### src/hw/rtl/assert_macros.svh
// Assertion macros shared by the detector RTL.
`ifndef ASSERT_MACROS_SVH
`define ASSERT_MACROS_SVH

// Same-cycle implication, checked outside reset.
`define ASSERT_IMPLIES(label, clk, rst_n, ante, cons) \
    label: assert property (@(posedge clk) disable iff (!rst_n) (ante) |-> (cons)) \
        else $error("assertion failed: same-cycle implication");

// Next-cycle implication, checked outside reset.
`define ASSERT_NEXT(label, clk, rst_n, ante, cons) \
    label: assert property (@(posedge clk) disable iff (!rst_n) (ante) |=> (cons)) \
        else $error("assertion failed: next-cycle implication");

`endif

### src/hw/rtl/spd_pkg.sv
// Types and constants of the silence and pause detector.
package spd_pkg;

    // Channels at or above this number never count towards the level
    localparam int MAX_CHANNELS = 16;

    // Event queue depth (power of two, at least two)
    localparam int FIFO_DEPTH = 4;

    localparam logic [31:0] SUM_MAX   = 32'hFFFF_FFFF;
    localparam logic [20:0] COUNT_MAX = 21'h1F_FFFF;
    localparam logic [23:0] MS_MAX    = 24'hFF_FFFF;

    // Configuration register indexes
    typedef enum logic [1:0] {
        CFG_CHANNEL_MASK    = 2'd0,
        CFG_SILENCE_LEVEL   = 2'd1,
        CFG_SILENCE_HOLD_MS = 2'd2,
        CFG_PAUSE_HOLD_MS   = 2'd3
    } cfg_idx_t;

    typedef enum logic [1:0] {
        EV_SILENCE_ON  = 2'd0,
        EV_SILENCE_OFF = 2'd1,
        EV_PAUSE_ON    = 2'd2,
        EV_PAUSE_OFF   = 2'd3
    } evt_kind_t;

    // One result item
    typedef struct packed {
        evt_kind_t   kind;
        logic [23:0] duration;
        logic        last;
    } evt_t;

    // Up to two events pushed per processed item; push1 implies push0
    typedef struct packed {
        logic push0;
        logic push1;
        evt_t evt0;
        evt_t evt1;
    } evt_push_t;

endpackage

### src/hw/rtl/spd_evt_fifo.sv
// Event queue: takes up to two events per cycle, hands out one per cycle unless out_stall holds it.
module spd_evt_fifo (
    input  logic               clk,
    input  logic               rst_n,
    input  spd_pkg::evt_push_t push,
    output logic               room,
    output logic               out_valid,
    input  logic               out_stall,
    output spd_pkg::evt_t      out_evt
);
    import spd_pkg::*;
    `include "assert_macros.svh"

    localparam int PTR_W = $clog2(FIFO_DEPTH);
    localparam int CNT_W = $clog2(FIFO_DEPTH + 1);

    evt_t             entries_reg [FIFO_DEPTH];
    logic [PTR_W-1:0] wr_ptr_reg, wr_ptr_next;
    logic [PTR_W-1:0] rd_ptr_reg, rd_ptr_next;
    logic [CNT_W-1:0] count_reg, count_next;
    logic             pop;
    logic [PTR_W-1:0] wr_ptr_plus1;

    assign out_valid    = (count_reg != '0);
    assign out_evt      = entries_reg[rd_ptr_reg];
    assign pop          = out_valid && !out_stall;
    assign room         = (count_reg <= CNT_W'(FIFO_DEPTH - 2));
    assign wr_ptr_plus1 = wr_ptr_reg + PTR_W'(1);

    // Pointer and fill bookkeeping
    always_comb
    begin
        wr_ptr_next = wr_ptr_reg + PTR_W'(push.push0) + PTR_W'(push.push1);
        rd_ptr_next = rd_ptr_reg + PTR_W'(pop);
        count_next  = count_reg + CNT_W'(push.push0) + CNT_W'(push.push1) - CNT_W'(pop);
    end

    always_ff @(posedge clk or negedge rst_n)
    begin
        if (!rst_n)
        begin
            wr_ptr_reg <= '0;
            rd_ptr_reg <= '0;
            count_reg  <= '0;
        end
        else
        begin
            wr_ptr_reg <= wr_ptr_next;
            rd_ptr_reg <= rd_ptr_next;
            count_reg  <= count_next;
        end
    end

    // Entry storage
    always_ff @(posedge clk)
    begin
        if (push.push0)
            entries_reg[wr_ptr_reg] <= push.evt0;
        if (push.push1)
            entries_reg[wr_ptr_plus1] <= push.evt1;
    end

    `ASSERT_IMPLIES(a_push_has_room, clk, rst_n, push.push0, count_reg <= CNT_W'(FIFO_DEPTH - 2))
    `ASSERT_IMPLIES(a_push_packed, clk, rst_n, push.push1, push.push0)

endmodule

### src/hw/rtl/silence_pause_detector_core.sv
// Top level of the silence and pause detector.
// An accepted item waits in the input register until the queue has room, then pushes its events there.
// Throughput: one item per cycle unless in_stall; events leave a four-entry queue one per cycle unless out_stall.
// Reset clears accumulators, silence state and queue; registers return to their defaults.
module silence_pause_detector_core (
    input  logic               clk,
    input  logic               rst_n,
    // configuration
    input  logic               cfg_we,
    input  logic [1:0]         cfg_index,
    input  logic [15:0]        cfg_data,
    // input items
    input  logic               in_valid,
    output logic               in_stall,
    input  logic               action,
    input  logic signed [15:0] sample,
    input  logic [3:0]         channel,
    input  logic               buffer_end,
    // result items
    output logic               out_valid,
    input  logic               out_stall,
    output logic [1:0]         event_kind,
    output logic [23:0]        duration_ms,
    output logic               last
);
    import spd_pkg::*;
    `include "assert_macros.svh"

    // Configuration registers
    logic [15:0] channel_mask_reg;
    logic [14:0] silence_level_reg;
    logic [15:0] silence_hold_ms_reg;
    logic [15:0] pause_hold_ms_reg;

    // Input register
    logic               s1_valid_reg, s1_valid_next;
    logic               s1_action_reg;
    logic signed [15:0] s1_sample_reg;
    logic [3:0]         s1_channel_reg;
    logic               s1_buffer_end_reg;

    // Detector state
    logic [31:0] level_sum_reg, level_sum_next;
    logic [20:0] level_count_reg, level_count_next;
    logic        was_silent_reg, was_silent_next;
    logic        in_silence_reg, in_silence_next;
    logic        in_pause_reg, in_pause_next;
    logic [23:0] silence_ms_reg, silence_ms_next;

    // Datapath
    logic        in_accept;
    logic        s1_go;
    logic        room;
    logic        is_sample;
    logic        chan_on;
    logic [15:0] mag;
    logic [32:0] sum_wide;
    logic [31:0] sum_eff;
    logic [20:0] count_eff;
    logic [35:0] threshold;
    logic        silent;
    logic        eval;
    logic        enter_sil;
    logic        leave_sil;
    logic        stay_sil;
    logic [23:0] ms_eff;
    logic        e0_v, e1_v;
    evt_t        e0, e1;
    evt_push_t   push;
    evt_t        out_evt;

    // Handshake
    assign s1_go     = s1_valid_reg && room;
    assign in_stall  = s1_valid_reg && !s1_go;
    assign in_accept = in_valid && !in_stall;

    // Configuration writes
    always_ff @(posedge clk or negedge rst_n)
    begin
        if (!rst_n)
        begin
            channel_mask_reg    <= 16'd1;
            silence_level_reg   <= 15'd328;
            silence_hold_ms_reg <= 16'd500;
            pause_hold_ms_reg   <= 16'd1000;
        end
        else if (cfg_we)
        begin
            unique case (cfg_idx_t'(cfg_index))
                CFG_CHANNEL_MASK:    channel_mask_reg    <= cfg_data;
                CFG_SILENCE_LEVEL:   silence_level_reg   <= cfg_data[14:0];
                CFG_SILENCE_HOLD_MS: silence_hold_ms_reg <= cfg_data;
                CFG_PAUSE_HOLD_MS:   pause_hold_ms_reg   <= cfg_data;
            endcase
        end
    end

    // Input register
    assign s1_valid_next = in_accept ? 1'b1 : (s1_go ? 1'b0 : s1_valid_reg);

    always_ff @(posedge clk or negedge rst_n)
    begin
        if (!rst_n)
            s1_valid_reg <= 1'b0;
        else
            s1_valid_reg <= s1_valid_next;
    end

    always_ff @(posedge clk)
    begin
        if (in_accept)
        begin
            s1_action_reg     <= action;
            s1_sample_reg     <= sample;
            s1_channel_reg    <= channel;
            s1_buffer_end_reg <= buffer_end;
        end
    end

    // Level accumulation and silence decision
    always_comb
    begin
        is_sample = !s1_action_reg;
        chan_on   = (32'(s1_channel_reg) < 32'(MAX_CHANNELS))
                    && channel_mask_reg[s1_channel_reg];
        mag       = s1_sample_reg[15] ? (~$unsigned(s1_sample_reg) + 16'd1)
                                      : $unsigned(s1_sample_reg);
        sum_wide  = {1'b0, level_sum_reg} + {17'b0, mag};
        if (is_sample && chan_on)
        begin
            sum_eff   = sum_wide[32] ? SUM_MAX : sum_wide[31:0];
            count_eff = (level_count_reg != COUNT_MAX) ? level_count_reg + 21'd1
                                                       : level_count_reg;
        end
        else
        begin
            sum_eff   = level_sum_reg;
            count_eff = level_count_reg;
        end
        // mean < level, as sum < level * count
        threshold = {21'b0, silence_level_reg} * {15'b0, count_eff};
        silent    = {4'b0, sum_eff} < threshold;
    end

    // Transitions and events
    always_comb
    begin
        eval      = s1_go && is_sample && s1_buffer_end_reg;
        enter_sil = eval && silent && !was_silent_reg;
        leave_sil = eval && !silent && was_silent_reg;
        stay_sil  = eval && !leave_sil && (enter_sil || in_silence_reg);
        ms_eff    = enter_sil ? '0 : silence_ms_reg;

        e0_v = 1'b0;
        e1_v = 1'b0;
        e0   = '{kind: EV_SILENCE_OFF, duration: silence_ms_reg, last: 1'b0};
        e1   = '{kind: EV_PAUSE_OFF, duration: silence_ms_reg, last: 1'b0};

        if (leave_sil)
        begin
            e0_v = silence_ms_reg > {8'b0, silence_hold_ms_reg};
            e1_v = in_pause_reg;
        end
        else if (stay_sil)
        begin
            e0_v = ms_eff > {8'b0, silence_hold_ms_reg};
            e0   = '{kind: EV_SILENCE_ON, duration: '0, last: 1'b0};
            if (ms_eff > {8'b0, pause_hold_ms_reg})
            begin
                e1_v = !in_pause_reg;
                e1   = '{kind: EV_PAUSE_ON, duration: '0, last: 1'b0};
            end
            else
            begin
                e1_v = in_pause_reg;
                e1   = '{kind: EV_PAUSE_OFF, duration: '0, last: 1'b0};
            end
        end

        // pack events into the queue slots, mark the final one
        push.push0 = e0_v || e1_v;
        push.push1 = e0_v && e1_v;
        push.evt0  = e0_v ? e0 : e1;
        push.evt0.last = !(e0_v && e1_v);
        push.evt1  = e1;
        push.evt1.last = 1'b1;
    end

    // State update
    always_comb
    begin
        level_sum_next   = level_sum_reg;
        level_count_next = level_count_reg;
        was_silent_next  = was_silent_reg;
        in_silence_next  = in_silence_reg;
        in_pause_next    = in_pause_reg;
        silence_ms_next  = silence_ms_reg;

        if (s1_go && !is_sample)
        begin
            // millisecond tick
            if (in_silence_reg && silence_ms_reg != MS_MAX)
                silence_ms_next = silence_ms_reg + 24'd1;
        end
        else if (s1_go)
        begin
            level_sum_next   = sum_eff;
            level_count_next = count_eff;
            if (eval)
            begin
                level_sum_next   = '0;
                level_count_next = '0;
                was_silent_next  = silent;
                if (enter_sil)
                begin
                    silence_ms_next = '0;
                    in_silence_next = 1'b1;
                end
                if (leave_sil)
                begin
                    in_silence_next = 1'b0;
                    in_pause_next   = 1'b0;
                end
                else if (stay_sil)
                    in_pause_next = ms_eff > {8'b0, pause_hold_ms_reg};
            end
        end
    end

    always_ff @(posedge clk or negedge rst_n)
    begin
        if (!rst_n)
        begin
            level_sum_reg   <= '0;
            level_count_reg <= '0;
            was_silent_reg  <= 1'b0;
            in_silence_reg  <= 1'b0;
            in_pause_reg    <= 1'b0;
            silence_ms_reg  <= '0;
        end
        else
        begin
            level_sum_reg   <= level_sum_next;
            level_count_reg <= level_count_next;
            was_silent_reg  <= was_silent_next;
            in_silence_reg  <= in_silence_next;
            in_pause_reg    <= in_pause_next;
            silence_ms_reg  <= silence_ms_next;
        end
    end

    // Result queue
    spd_evt_fifo u_evt_fifo (
        .clk       (clk),
        .rst_n     (rst_n),
        .push      (push),
        .room      (room),
        .out_valid (out_valid),
        .out_stall (out_stall),
        .out_evt   (out_evt)
    );

    assign event_kind  = out_evt.kind;
    assign duration_ms = out_evt.duration;
    assign last        = out_evt.last;

    `ASSERT_IMPLIES(a_silence_flags_agree, clk, rst_n, 1'b1, was_silent_reg == in_silence_reg)
    `ASSERT_IMPLIES(a_pause_needs_silence, clk, rst_n, in_pause_reg, in_silence_reg)
    `ASSERT_NEXT(a_acc_cleared, clk, rst_n, eval, level_sum_reg == '0 && level_count_reg == '0)

endmodule
### config.mk
export PLATFORM = sky130hd
export DESIGN_NAME = silence_pause_detector_core
export DESIGN_NICKNAME = d
export VERILOG_FILES = /design/src/hw/rtl/spd_pkg.sv /design/src/hw/rtl/spd_evt_fifo.sv /design/src/hw/rtl/silence_pause_detector_core.sv
export VERILOG_INCLUDE_DIRS = /design/src /design/src/hw/rtl
export SDC_FILE = /design/constraint.sdc
export NUM_CORES = 1
export LEC_CHECK = 0
export BUFFER_PORTS_ARGS = -buffer_cell sky130_fd_sc_hd__buf_4
export CORE_MARGIN = 2
export CORE_UTILIZATION = 25
export DETAILED_ROUTE_END_ITERATION = 10
export GPL_TIMING_DRIVEN = 1
export SYNTH_ARGS = -nofsm -noshare
export SYNTH_HDL_FRONTEND = slang
export SYNTH_SLANG_ARGS = --single-unit
### constraint.sdc
create_clock -name clk -period 20 [get_ports clk]
set_input_delay 2 -clock clk [delete_from_list [all_inputs] [get_ports clk]]
set_output_delay 2 -clock clk [all_outputs]
set_load 0.05 [all_outputs]
## After elaboration in Yosys (flattened, before gate mapping)

Memories as Yosys holds them, arrays and structs flattened.
Cells that the tools add are included.

- Eq/ne operators: 6
- Multiplexer cells: 35
- Reductions and logical operators: 43
- $mul: 1
- Bitwise gates (word level): 2
- $lt $le $gt $ge: 6
- $add $sub $neg: 11

Operator list:

| kind | count |
|---|---|
| $mux 26 | 5 |
| $mux 24 | 5 |
| $mux 32 | 3 |
| $gt 24x16->1 | 3 |
| $mux 21 | 3 |
| $lt 32x36->1 | 1 |
| $mul 15x21->36 | 1 |
| $add 32x16->33 | 1 |
| $mux 27 | 1 |
| $add 24x1->24 const B | 1 |
| $ne 24x24->1 const B | 1 |
| $add 21x1->21 const B | 1 |
| $ne 21x21->1 const B | 1 |
| $add 16x1->16 const B | 1 |
| $logic_and 1x1->1 | 16 |
| $mux 1 | 16 |
| $mux 16 | 1 |
| $not 16->16 | 1 |
| $reduce_and 2->1 | 5 |
| $reduce_bool 2->1 | 5 |
| $logic_not 1->1 | 9 |
| $reduce_and 4->1 | 2 |
| $add 2x1->2 | 3 |
| $add 3x1->3 | 2 |
| other kinds (13) | 16 |

- Logic and storage cells: 123
- RAM bits: 108
- Input port bits: 45
- Memories kept: 1
- Register bits: 173

Memories:

| memory | words | width | rd ports | clocked after memory_dff | wr ports | line | text |
|---|---|---|---|---|---|---|---|
| u_evt_fifo.entries_reg | 4 | 27 | 1 | 0 | 2 | spd_evt_fifo.sv:17 | `evt_t entries_reg [FIFO_DEPTH];` |

## Longest topological paths before layout

- Word-level depth: 19
- Gate-level depth with buffers: 66

## Hierarchy

From an unflattened synthesis, not the netlist that was laid out.

- Cells, all modules: 2618
- Area, all modules: 27212.3 um^2

By module, submodules not included:

| module | area an instance (um^2) | sequential area each (um^2) | cells an instance | times used |
|---|---|---|---|---|
| silence_pause_detector_core | 21379.3 | 4284.1 | 2321 | 1 |
| spd_evt_fifo | 5833.1 | 3418.3 | 297 | 1 |

## Least setup slack after synthesis

No wires, ideal clock.

- Kind: reg-to-reg
- From: register s1_channel_reg[0]
- To: memory u_evt_fifo.entries_reg[1][10] (netlist bit), enable pin
- Data required time: 19593 ps
- Period minus slack after synthesis: 14862 ps
- Stages on the path, launching flop included: 60
- Arrival: 14456 ps
- Path slack: 5138 ps
- Buffers on the path: 6
- Cells stage by stage: edfxtp_1 > mux4_1 > mux4_2 > nor2b_4 > buf_6 > and2_1 > clkbuf_1 > and4_1 > and2_1 > clkbuf_1 > nand4_1 > xnor2_1 > clkbuf_1 > nand2_1 > fa_1 > fa_1 > inv_1 > fa_1 > (+24 left out) > or3_1 > o211ai_1 > clkbuf_1 > and2_1 > ha_1 > a21o_1 > a21oi_1 > o21ai_0 > nor4_1 > nor3_1 > o31a_1 > o21a_1 > o22ai_1 > o2111ai_1 > or3_4 > maj3_2 > buf_6 > nor2_1

RTL lines:

| item | line | text |
|---|---|---|
| start, declared | silence_pause_detector_core.sv:39 | `logic [3:0] s1_channel_reg;` |
| start signal, assigned | silence_pause_detector_core.sv:115 | `s1_channel_reg <= channel;` |
| end, declared | spd_evt_fifo.sv:17 |  |

==> reports/metrics.cfg <==
[worst_hold_path]
min_path_type = flop to flop
hold_depth = 2

[status]
outcome = completed

[power]
leakage_nw = 13.5
seq_power_share_pct = 31.8
pwr-share-clk_pct = 24.1
p_total_mw = 2.50
p_per_area_nw_per_um2 = 83.8
power_frac_comb_pct = 44.1
peakVddDrop_v = 0.0000685
power.switching_mw = 1.05
switching_share_pct = 41.9
p_int_mw = 1.46

[setup_path]
worst_r2r_endpoint = u_evt_fifo.entries_reg[1][2]
path_max_fanout = 52
r2r.worst_path.cells = 56
cp_slowest_cell = nor2_2
crit_path_start_kind = flop
cp_slowest_stage_delay_ps = 740
rrSetupSlack_ps = 3380
crit_path_end = u_evt_fifo.entries_reg[1][2]
worstPathArrival_ps = 16860
reg2reg_from = s1_channel_reg[0]
end_kind = flop
critPathKind = flop to flop
cpMostUsedCell = fa_1
crit_start = s1_channel_reg[0]
cp.required_ps = 20240

[drt]
drtIter0Drc = 1396
post_drt_wl_per_cell_um = 17.1
num_vias = 19500
routed_via_density = 4.75
antenna_left = 0
drt-total-wl_um = 70300
drtPass1Iterations = 5
drc = 0

[cts]
h-tree-depth = 2
cts.clk_slew.worst_paths_ps = 60
cts_sinks = 281
clockBufferDepth = 3
cts_root_buf = clkbuf_16
cts_tree = yes
cts_setup_buffers = 0
cts_buffers = 34
cts_resized = 0
cts-hold-fix-buffers = 0
clock_latency_ps = 560

[logic_synthesis]
post-synth-top-area-cell = fa_1
seq_area_frac_synth_pct = 28.6
ys_seq_elements = 281
synthArstFlopShare_pct = 53.7
yosysMostFrequentCell = inv_1
netlist_area_um2 = 26700
avgSynthCellArea_um2 = 9.97
synth_cell_types = 77
yosysWarnings = 0
ys_top_cells_by_area = fa_1 19%, edfxtp_1 14%, dfrtp_1 13%
synthTopCellsByCount = 353 x inv_1, 288 x nand2_1, 249 x fa_1
synthCells = 2675
ys.flop_type = dfrtp_1
synth_top_area_share_pct = 18.7
synth_edf_count = 122
synth_fp_nets = 3170

[placed_design]
port_buffers = 73
placed_cells = 4049
gp_congestion = 0.864
dp_hpwl_um = 52600

[grt]
antenna_found_initial = 7
grt_max_degree = 100
grt_pass1_vias = 20300
grt_overflow = 0
grt_first_pass_wirelength_um = 114000
grt_usage_pct = 13.0

[floorplanning]
row_count = 119
die_w_um = 331
coreArea_um2 = 106000
die_h_um = 331
io_pins = 74
die-area_um2 = 109000
start_util_pct = 25.3

[timing]
relSlewSlack_pct = 17.3
setup_viol = 0
fin_skew_ps = 27.5
slew_viol_final = 0
hold_viol = 0
fin_crit_sh_pct = 83.1
layout_min_cycle_time_ps = 16620
worstMarginPinSlew_ps = 1240
grt_setup_unrepaired = false
fmax_ghz = 0.0602
finalSetupTns_ps = 0

[cells_and_area]
drive_gt1_share_pct = 14.1
instances_no_fill = 4111
nNetsFinal = 3189
largest_reg_flops = 108
fin_util_pct = 28.3
syn2layout_area_growth_pct = 12.0

[job]
cap_violations = 0

cell usage in the layout (no fill, tap or decap), drive strengths merged, types with 9 or more instances in the layout:
cell / instances
fa: 249
o21bai: 9
edfxtp: 122
buf: 117
nand2: 288
inv: 356
and3: 23
nor2: 71
nand4: 42
a21o: 37
o21a: 17
ha: 201
xor2: 36
a211oi: 13
o31ai: 20
nand3: 39
xnor2: 52
o22a: 16
clkbuf: 43
dfstp: 16
clkinv: 13
mux2: 70
or3: 11
nor3: 70
a22o: 31
and2: 204
a31oi: 25
o21ai: 91
dfrtp: 135
nor2b: 18
nor4: 12
o211ai: 15
a21oi: 135
mux4: 32
power by group through the flow:
stage                     sequential, mW  clock [mW]  combinational (mW)
after floorplan                    0.736           0               0.925
after global placement             0.804           0                1.09
after detailed placement           0.805           0                1.11
after CTS                          0.795       0.619                1.11
after global routing               0.811       0.639                1.23
final                              0.795       0.603                1.10
metal layers:
layer  track usage [%]  part of all wire, %  vias up
met3              1.97                  5.3       98
met4              3.34                  2.3       10
met2              20.9                   46      481
met1              18.3                   46     9803
li1                  -                    -     9125
met5                 0                0.087        -
worst max-delay path, delay by kind of cell, from the launching register on:
family	cells	cell delay [ps]
mux	2	670
flops	1	460
xor+xnor	2	670
compound gates	16	3480
fa+ha+maj	10	4330
simple gates	19	5310
buf+inv	7	1300
kinds of logic after synthesis:
family,synth area share (%)
xor+xnor,2.89
buf+inv,7.11
compound gates,11.4
mux,5.81
fa+ha+maj,28.1
simple gates,16.1
flops,28.6
worst min-delay path by stage:
| stage | from | to | slack (ps) |
|---|---|---|---|
| 6_report | u_evt_fifo.entries_reg[1][0] | u_evt_fifo.entries_reg[1][0] | 470 |
| 5_1_grt | u_evt_fifo.entries_reg[1][0] | u_evt_fifo.entries_reg[1][0] | 480 |
| 4_1_cts | u_evt_fifo.entries_reg[1][0] | u_evt_fifo.entries_reg[1][0] | 470 |
| 3_5_place_dp | u_evt_fifo.entries_reg[1][0] | u_evt_fifo.entries_reg[1][0] | 460 |
| 3_3_place_gp | u_evt_fifo.entries_reg[1][26] | u_evt_fifo.entries_reg[1][26] | 460 |
| 2_1_floorplan | u_evt_fifo.entries_reg[1][0] | u_evt_fifo.entries_reg[1][0] | 430 |
area by class of cell:
cell class / instances / area, um2
Fill cell: 11000 / 75700
Clock buffer: 43 / 935
Multi-Input combinational cell: 1907 / 17200
Clock inverter: 18 / 138
Inverter: 353 / 1330
Antenna cell: 1 / 2.50
Sequential cell: 281 / 7620
Tap cell: 1391 / 1740
Timing Repair Buffer: 117 / 882
stage by stage:
step	hold WS [ps]	setup WS [ps]	cell area, um2
floorplan	428	5140	26700
global placement	461	3930	28800
detailed placement	462	3480	28800
CTS	470	3440	29900
global route	479	2180	29900
finish	469	3380	29900
No activity file was read; power rests on OpenSTA's default activity.
